--- config.mk ---
export PLATFORM = sky130hd
export DESIGN_NAME = scpd_ctrl
export DESIGN_NICKNAME = d
export VERILOG_FILES = /design/src/hw/rtl/scpd_pkg.sv /design/src/hw/rtl/scpd_ctrl.sv
export SDC_FILE = /design/constraint.sdc
export NUM_CORES = 1
export LEC_CHECK = 0
export BUFFER_PORTS_ARGS = -buffer_cell sky130_fd_sc_hd__clkbuf_2
export CAP_MARGIN = 5
export CORE_AREA = 2 2 39 41
export CTS_CLUSTER_SIZE = 8
export DETAILED_ROUTE_END_ITERATION = 8
export DIE_AREA = 0 0 41 43
export PLACE_DENSITY_LB_ADDON = 0.15
export REMOVE_ABC_BUFFERS = 1
export SYNTH_ARGS = -nofsm -noshare
export SYNTH_HDL_FRONTEND = slang
export SYNTH_SLANG_ARGS = --single-unit
--- constraint.sdc ---
create_clock -name clk -period 2.3 [get_ports clk]
set_input_delay 0.115 -clock clk [delete_from_list [all_inputs] [get_ports clk]]
set_output_delay 0.115 -clock clk [all_outputs]
set_load 0.02 [all_outputs]
--- src/hw/rtl/scpd_pkg.sv ---
// shared types and constants for the sparse colour presence detector
// depends on nothing; used by every other file of the block but scpd_ifs
`default_nettype none

package scpd_pkg;

  localparam int unsigned DEF_FACTOR_FRACTION_BITS = 24;

  localparam int unsigned CHAN_W     = 8;
  localparam int unsigned COLOR_W    = 24;
  localparam int unsigned SPAN_W     = 32;
  localparam int unsigned COORD_W    = 16;
  localparam int unsigned COUNT_W    = 16;
  localparam int unsigned WAB_W      = 48;
  localparam int unsigned WEIGHT_W   = 16;
  localparam int unsigned BOUND_W    = 32;
  localparam int unsigned OFFSET_W   = 32;
  localparam int unsigned AREA_W     = 32;
  localparam int unsigned SQ_W       = 2 * CHAN_W;
  localparam int unsigned CFG_DATA_W = 48;
  localparam int unsigned CFG_INDEX_W = 3;

  localparam logic [CFG_INDEX_W-1:0] CFG_TARGET_COLOR = 3'd0;
  localparam logic [CFG_INDEX_W-1:0] CFG_HUE_FACTOR   = 3'd1;
  localparam logic [CFG_INDEX_W-1:0] CFG_SAT_FACTOR   = 3'd2;
  localparam logic [CFG_INDEX_W-1:0] CFG_VAL_FACTOR   = 3'd3;
  localparam logic [CFG_INDEX_W-1:0] CFG_REGION_X     = 3'd4;
  localparam logic [CFG_INDEX_W-1:0] CFG_REGION_Y     = 3'd5;
  localparam logic [CFG_INDEX_W-1:0] CFG_SAMPLE_COUNT = 3'd6;
  localparam logic [CFG_INDEX_W-1:0] CFG_WEIGHT_BOUND = 3'd7;

  typedef struct packed {
    logic load;
    logic step;
    logic emit;
    logic emit_value;
    logic finish;
  } scpd_cmd_t;

  typedef struct packed {
    logic div_busy;
    logic sample_due;
    logic hit;
    logic miss;
    logic out_full;
    logic decided;
    logic frame_end;
  } scpd_status_t;

endpackage

`default_nettype wire

--- src/hw/rtl/scpd_ctrl.sv ---
// controller state machine: sequences one pixel beat through the datapath
// depends on scpd_pkg
`default_nettype none

module scpd_ctrl (
  input  wire logic                   clk,
  input  wire logic                   rst,
  input  wire logic                   in_valid,
  output logic                        in_ready,
  input  wire scpd_pkg::scpd_status_t status,
  output scpd_pkg::scpd_cmd_t         cmd
);
  import scpd_pkg::*;

  localparam logic [2:0] S_IDLE   = 3'd0;
  localparam logic [2:0] S_SQUARE = 3'd1;
  localparam logic [2:0] S_MULT   = 3'd2;
  localparam logic [2:0] S_SUM    = 3'd3;
  localparam logic [2:0] S_CHECK  = 3'd4;
  localparam logic [2:0] S_STEP   = 3'd5;
  localparam logic [2:0] S_DECIDE = 3'd6;
  localparam logic [2:0] S_FINISH = 3'd7;

  logic [2:0] state;
  logic [2:0] state_next;

  always_ff @(posedge clk) begin
    if (rst) begin
      state <= S_IDLE;
    end else begin
      state <= state_next;
    end
  end

  always_comb begin
    state_next = state;
    in_ready   = 1'b0;
    cmd        = '0;
    unique case (state)
      S_IDLE: begin
        in_ready = !status.div_busy;
        if (in_valid && !status.div_busy) begin
          cmd.load   = 1'b1;
          state_next = S_SQUARE;
        end
      end
      S_SQUARE: state_next = S_MULT;
      S_MULT:   state_next = S_SUM;
      S_SUM:    state_next = S_CHECK;
      S_CHECK: begin
        state_next = status.sample_due ? S_STEP : S_FINISH;
      end
      S_STEP: begin
        cmd.step   = 1'b1;
        state_next = S_DECIDE;
      end
      S_DECIDE: begin
        if (status.hit || status.miss) begin
          if (!status.out_full) begin
            cmd.emit       = 1'b1;
            cmd.emit_value = status.hit;
            state_next     = S_FINISH;
          end
        end else begin
          state_next = S_CHECK;
        end
      end
      S_FINISH: begin
        if (status.frame_end && !status.decided) begin
          if (!status.out_full) begin
            cmd.emit   = 1'b1;
            cmd.finish = 1'b1;
            state_next = S_IDLE;
          end
        end else begin
          cmd.finish = 1'b1;
          state_next = S_IDLE;
        end
      end
      default: state_next = S_IDLE;
    endcase
  end

endmodule

`default_nettype wire

==> results.cfg, run 1 <==
[cts]
post_cts_resized = 0
h-tree-depth = 1
cts_buffers = 3
root_buffer = clkbuf_4
cts_sinks = 3
ctsHoldBuffers = 0
clock_latency_ps = 230
clk_pin_slew_ps = 40
cts_tree = yes
cts_buffer_depth = 2
cts_setup_buffers = 0

[timing]
fin_tns_setup_ps = 0
finalCritPeriodShare_pct = 71.7
hold_violations = 0
relSlewSlack_pct = 71.5
max_freq_mhz = 606
rsz0062_at_grt = false
min_period_ps = 1650
fin_skew_ps = 0.170
slew_viol_final = 0
tightest_slew_ps = 427
setup_viol = 0

[critical_path]
crit_arrival_ps = 1530
cp-end-kind = primary output
crit_top_cell = nor2_1
crit_family = flip-flops
critPathSlowestCell = dfxtp_1
crit_fanout = 12
required_ps = 2180
critical_path.max_stage_delay_ps = 570
cp_cell_sequence = nand3_1, nor3b_1, nor2_1, nor2_1, clkbuf_2
path_buf_inv = 1
path_class = flip-flop to primary output
start_kind = flip-flop

[global_routing]
antenna_found_initial = 0
track_usage_pct = 8.93
grt_max_degree = 13
top_usage_layer = met2
grt_pass1_wl_um = 1080
gr-total-overflow = 0
grt_pass1_vias = 278
use_met3_pct = 1.57
grtUsageMet2_pct = 13.8
grtUsageMet1_pct = 10.6

[routing]
wirelength_um = 627
wl_per_cell_um = 9.22
postRouteAntennaNets = 0
drtPass1Iterations = 1
dr.first_iter.drc_count = 0
drc_errors = 0
viasPerCell = 4.43
vias = 301

[final_layout]
final_common_cell = clkbuf_2
nNetsFinal = 63
fillers = 166
reg.largest.list = state x3
regMostFlops = state
antenna_cells = 0
largest_reg_flops = 3
syn2layout_area_growth_pct = 31.0
layout-drive-gt1-share_pct = 46.2
instances_no_fill = 68
layout_common_cells = clkbuf_2 (15), nor2_1 (6), clkbuf_4 (3), dfxtp_1 (3)

[worst_hold_path]
min_path_type = primary input to flip-flop

[logic_synthesis]
synth_fa_ha_area_share_pct = 0
syn_inst = 36
yosys.area.top_type = dfxtp_1
synth_top_family_by_area = simple AND/OR/NAND/NOR gates
ys_ff_latch = 3
netlist_top_cells_area = dfxtp_1 (21%), buf_6 (12%), nor2_1 (8.0%)
synthXorXnorAreaFrac_pct = 0
postSynthAreaPerCell_um2 = 7.85
synthMuxAreaShare_pct = 0
yosysTopAreaCellShare_pct = 21.2
yosysSeqAreaShare_pct = 21.2
synth_area_um2 = 283
synthSimpleGateAreaFrac_pct = 44.2
ys_warn_count = 0
synth_cell_type_count = 22
synth-compound-area-share_pct = 21.2

[power]
ir_worst_vdd_mv = 0.174
power_leakage_nw = 0.171
power_per_cell_area_nw_per_um2 = 520
total_power_uw = 193

[placement]
place_inst = 64
place_congestion = 0.631
portBuffers = 15
hpwlAfterDp_um = 504

[floorplanning]
fp.dieArea_um2 = 1760
core-area_um2 = 1380
start_util_pct = 20.4
fp.dieH_um = 43
rows = 14
ioPinCount = 16
die_w_um = 41

[job]
cap_violations = 0

[status]
status = completed
## cell families (layout without fill, tap and decap cells)
group,count (synthesis),after routing
flip-flops,3,3
AO/OA/AOI/OAI,8,8
buffers and inverters,4,20
AND/OR/NAND/NOR,21,21
## power breakdown
part / switching (mW) / total [mW] / internal (mW)
clock network: 0.0274 / 0.0924 / 0.0650
registers: 0.00941 / 0.0648 / 0.0554
logic: 0.0175 / 0.0354 / 0.0179
total: 0.0543 / 0.193 / 0.138
## stage by stage
stage               setup slack (ps)  util [%]  cell area, um2  hold WS, ps
floorplan                        892         -             249          194
global placement                 882      24.9             344          345
detailed placement               868      24.9             344          342
CTS                              614      26.8             370         97.8
global route                     384      26.8             370          114
finish                           651      26.8             370         99.7
## cell usage after synthesis, drive strengths merged
| cell | number |
|---|---|
| o21ai | 1 |
| o31ai | 2 |
| a21o | 1 |
| o31a | 1 |
| buf | 3 |
| inv | 1 |
| and2b | 1 |
| nor4 | 2 |
| nor2 | 6 |
| nand3b | 2 |
| a21oi | 3 |
| nand2b | 1 |
| nor3b | 1 |
| nor4b | 1 |
| nor3 | 3 |
| nand2 | 3 |
| nand3 | 1 |
| dfxtp | 3 |
## area by class of cell
type                    count  area (um2)  area share, %
clock buffers               4        26.3           7.09
inverters                   1        3.75           1.01
multi-input cells          29         185           50.0
flip-flops and latches      3        60.1           16.2
well taps                  16        20.0           5.41
repair buffers             15        75.1           20.3
## final timing paths
path / startpoint / end / slack, ps / depth (start not counted)
min reg2reg: state[2]$_SDFFE_PP0P_ / state[2]$_SDFFE_PP0P_ / 660 / 2
min: rst / state[2]$_SDFFE_PP0P_ / 100 / 2
max reg2reg: state[0]$_SDFFE_PP0P_ / state[0]$_SDFFE_PP0P_ / 980 / 4
max: state[0]$_SDFFE_PP0P_ / cmd[2] / 650 / 5
## routing by layer
metal  wire (um)  vias up
li1            -      163
met1         290      124
met2         285       12
met3          34        2
met4          17        0
met5           0        -
Note: power is estimated with default switching activity, not from simulation.
==> run 2: changes to the inputs <==
==> constraint.sdc (replaced) <==
create_clock -name clk -period 1.36 [get_ports clk]
set_input_delay 0.068 -clock clk [delete_from_list [all_inputs] [get_ports clk]]
set_output_delay 0.068 -clock clk [all_outputs]
set_load 0.02 [all_outputs]
==> results.cfg, run 2 (synthesis results as in run 1) <==
[status]
status = completed

[final_layout]
layout_common_cells = clkbuf_2 (13), nor2_1 (6), clkbuf_4 (4)
antenna_cells = 0
syn2layout_area_growth_pct = 51.8
layout-drive-gt1-share_pct = 58.9
final_common_cell = clkbuf_2
nNetsFinal = 67
regMostFlops = state
fillers = 160
fin_util_pct = 31.0
largest_reg_flops = 3
reg.largest.list = state x3

[job]
cap_violations = 0

[timing]
slew_viol_final = 0
max_freq_mhz = 782
fin_skew_ps = 1.78
tightest_slew_ps = 257
setup_viol = 0
relSlewSlack_pct = 82.7
finalCritPeriodShare_pct = 94.0
min_period_ps = 1280
hold_violations = 0

[power]
total_power_uw = 338
power_leakage_nw = 0.195
power_per_cell_area_nw_per_um2 = 787
ir_worst_vdd_mv = 0.525

[floorplanning]
rows = 14
fp.dieArea_um2 = 1760
die_w_um = 41
ioPinCount = 16
fp.dieH_um = 43
start_util_pct = 20.4
core-area_um2 = 1380

[routing]
viasPerCell = 4.36
drc_errors = 0
drtPass1Iterations = 2
dr.first_iter.drc_count = 3
vias = 314
postRouteAntennaNets = 0
wirelength_um = 672
wl_per_cell_um = 9.33

[cts]
cts_buffer_depth = 2
cts_tree = yes
root_buffer = clkbuf_4
cts_sinks = 3
clock_latency_ps = 230
cts_buffers = 3
h-tree-depth = 1
clk_pin_slew_ps = 40

[critical_path]
crit_arrival_ps = 1210
cp-end-kind = primary output
required_ps = 1290
path_class = flip-flop to primary output
crit_fanout = 7
start_kind = flip-flop

[global_routing]
grt_pass1_vias = 250
grt_pass1_wl_um = 1010
grt_max_degree = 9
gr-total-overflow = 0
antenna_found_initial = 0
track_usage_pct = 9.03

[worst_hold_path]
min_path_type = primary input to flip-flop

[placement]
hpwlAfterDp_um = 535
portBuffers = 15
place_congestion = 0.670
==> run 2: changes by cell type in the layout (fill, tap and decap cells not counted), sizes merged <==
cell	change
buf	+5
clkbuf	-1
==> run 2: layout make-up <==
cell class | instances | area, um2 | area share (%)
inverters | 1 | 3.75 | 0.875
flip-flops and latches | 3 | 66.3 | 15.5
multi-input cells | 29 | 201 | 46.9
well taps | 16 | 20.0 | 4.66
repair buffers | 19 | 111 | 25.9
clock buffers | 4 | 26.3 | 6.12
==> run 2: per-stage QoR <==
stage	TNS (ps)	hold slack (ps)	cell area (um2)	cells	setup slack (ps)
global placement	0	300	367	67	156
CTS	0	50.2	408	71	18.8
finish	0	50.7	429	72	81.8
global route	-1.78	46.1	429	72	-1.78
detailed placement	0	299	367	67	184
floorplan	-1.30	147	249	33	-1.30
==> run 2: report_power, final <==
group	total (mW)	switching (mW)	leakage, nW	internal, mW
Combinational	0.0821	0.0433	0.154	0.0388
Sequential	0.101	0.00762	0.0261	0.0932
Clock	0.155	0.0450	0.0150	0.110
Total	0.338	0.0960	0.195	0.242
==> run 2: final timing paths <==
check / from / endpoint / slack (ps) / depth (start not counted)
setup / recovery: state[2]$_SDFFE_PP0P_ / cmd[2] / 80 / 5
hold / removal: rst / state[2]$_SDFFE_PP0P_ / 50 / 2
setup reg to reg: state[0]$_SDFFE_PP0P_ / state[0]$_SDFFE_PP0P_ / 180 / 5
hold reg to reg: state[2]$_SDFFE_PP0P_ / state[2]$_SDFFE_PP0P_ / 570 / 2
==> run 2: worst max-delay path, cell delays in order (launching register included) <==
cell and delay [ps]:
dfxtp_4 370, nand2_2 90, nor3_4 200, nor2_1 60, nor2_1 80, clkbuf_4 170
==> run 2: per-layer routing <==
layer,part of all wire [%],vias up,global-route usage (%)
li1,-,170,-
met1,48,131,11.9
met2,46,13,10.9
met3,6.8,0,7.85
met4,0,0,2.00
met5,0,-,0
==> run 2: repair_timing <==
action,CTS,global route
gates resized for setup,5,5
hold buffers,0,0
endpoints found under the setup margin,1,2
buffers inserted,0,1
gates cloned,0,0
pin swaps,0,1
==> run 3: changes to the inputs <==
==> constraint.sdc (replaced) <==
create_clock -name clk -period 1.3 [get_ports clk]
set_input_delay 0.065 -clock clk [delete_from_list [all_inputs] [get_ports clk]]
set_output_delay 0.065 -clock clk [all_outputs]
set_load 0.02 [all_outputs]
==> results.cfg, run 3 (synthesis results as in run 1) <==
[final_layout]
layout_common_cells = clkbuf_2 (11), nor2_1 (6), clkbuf_4 (5), buf_4 (5)
fin_util_pct = 33.2
antenna_cells = 0
regArea_um2 = 66.3
layout-drive-gt1-share_pct = 64.3
multiInputGateArea_um2 = 220
syn2layout_area_growth_pct = 62.4
fillers = 159
nNetsFinal = 67
largest_reg_flops = 3
final_common_cell = clkbuf_2
regMostFlops = state
reg.largest.list = state x3

[routing]
drtPass1Iterations = 2
vias = 327
dr.first_iter.drc_count = 13
postRouteAntennaNets = 0
wl_per_cell_um = 9.64
viasPerCell = 4.54
wirelength_um = 694
drc_errors = 0

[critical_path]
path_buf_inv = 2
start_kind = flip-flop
crit_arrival_ps = 1230
critical_path.max_stage_delay_ps = 350
endpoint = cmd[2]
required_ps = 1240
crit_family = simple AND/OR/NAND/NOR gates
timing.rr.start = state[2]$_SDFFE_PP0P_
critPathSlowestCell = dfxtp_4
crit_top_cell = nor2_1
path_class = flip-flop to primary output
rr_endpoint = state[1]$_SDFFE_PP0P_
cp-end-kind = primary output
r2r_setup_slack_ps = 220
crit_path_start = state[0]$_SDFFE_PP0P_
crit_cells = 5
crit_fanout = 8
cp_cell_sequence = buf_8, nor3_4, nor2_1, nor2_1, buf_4
reg2regPathDepth = 4

[worst_hold_path]
hold_start = rst
hold_path_depth = 2
min_path_type = primary input to flip-flop

[global_routing]
track_usage_pct = 10.4
antenna_found_initial = 0
gr-total-overflow = 0
grt_max_degree = 9
grt_pass1_vias = 312
grt_pass1_wl_um = 1240

[power]
clkPwrFrac_pct = 44.1
pwr-share-seq_pct = 28.2
p_sw_share_pct = 28.5
switching_power_uw = 106
power_leakage_nw = 0.199
comb_power_share_pct = 27.8
ir_worst_vdd_mv = 0.274
internal-power_uw = 266
total_power_uw = 373
power_per_cell_area_nw_per_um2 = 812

[timing]
min_period_ps = 1300
fin_skew_ps = 2.66
relSlewSlack_pct = 81.8
rsz0062_at_grt = true
max_freq_mhz = 770
hold_violations = 0
hold_ws_ps = 40.7
slew_viol_final = 0
setup_ws_ps = 0.846
tightest_slew_ps = 270
finalCritPeriodShare_pct = 99.9
setup_viol = 0

[cts]
clock_latency_ps = 230
clk_pin_slew_ps = 40
h-tree-depth = 1
cts_sinks = 3
ctsHoldBuffers = 0
cts_buffers = 3
cts_tree = yes
cts_buffer_depth = 2
root_buffer = clkbuf_4

[status]
status = completed

[placement]
hpwlAfterDp_um = 548
place_congestion = 0.658
dp_slack_ps = 158
portBuffers = 15

[floorplanning]
die_w_um = 41
fp.dieArea_um2 = 1760
ioPinCount = 16
start_util_pct = 20.4
rows = 14
fp.dieH_um = 43
core-area_um2 = 1380

[job]
cap_violations = 0
-- run 3: cell types whose count changed in the layout (fill, tap and decap cells not counted), moves of 2 or more --
cell and change:
buf_4 +2, clkbuf_2 -2, nor4_1 -2, nor4_2 +2
-- run 3: repair_timing --
action,CTS,global route
gates resized for setup,13,5
pin swaps,1,4
setup buffers,0,1
setup endpoints to repair,4,4
-- run 3: area by class of cell --
cell class / instances / area share (%)
Clock buffer: 4 / 5.72
Inverter: 1 / 0.817
Multi-Input combinational cell: 29 / 48.0
Sequential cell: 3 / 14.4
Tap cell: 16 / 4.36
Timing Repair Buffer: 19 / 26.7
-- run 3: worst min-delay path by stage --
stage | slack (ps) | end
after floorplan | 140 | state[2]$_SDFFE_PP0P_
after global placement | 290 | state[2]$_SDFFE_PP0P_
after detailed placement | 300 | state[2]$_SDFFE_PP0P_
after CTS | 40 | state[2]$_SDFFE_PP0P_
after global routing | 40 | state[2]$_SDFFE_PP0P_
final | 40 | state[2]$_SDFFE_PP0P_
-- run 3: power groups by stage --
stage          Combinational (mW)  Sequential (mW)  Clock (mW)
3_5_place_dp               0.0818            0.105           0
6_report                    0.103            0.105       0.164
3_3_place_gp               0.0822            0.105           0
2_1_floorplan              0.0373            0.112           0
4_1_cts                    0.0931            0.106       0.168
5_1_grt                     0.114            0.106       0.178
-- run 3: metal layers --
metal  global-route usage [%]  part of all wire [%]
met1                     11.5                    42
met4                     8.00                     0
met5                        0                     0
met2                     15.6                    51
met3                     3.14                   6.8
-- run 3: stage by stage --
| step | cell area, um2 | TNS (ps) | instances |
|---|---|---|---|
| 6_report | 459 | 0 | 72 |
| 5_1_grt | 459 | -87.9 | 72 |
| 4_1_cts | 442 | 0 | 71 |
| 3_5_place_dp | 367 | 0 | 67 |
| 3_3_place_gp | 367 | 0 | 67 |
| 2_1_floorplan | 249 | -58.3 | 33 |
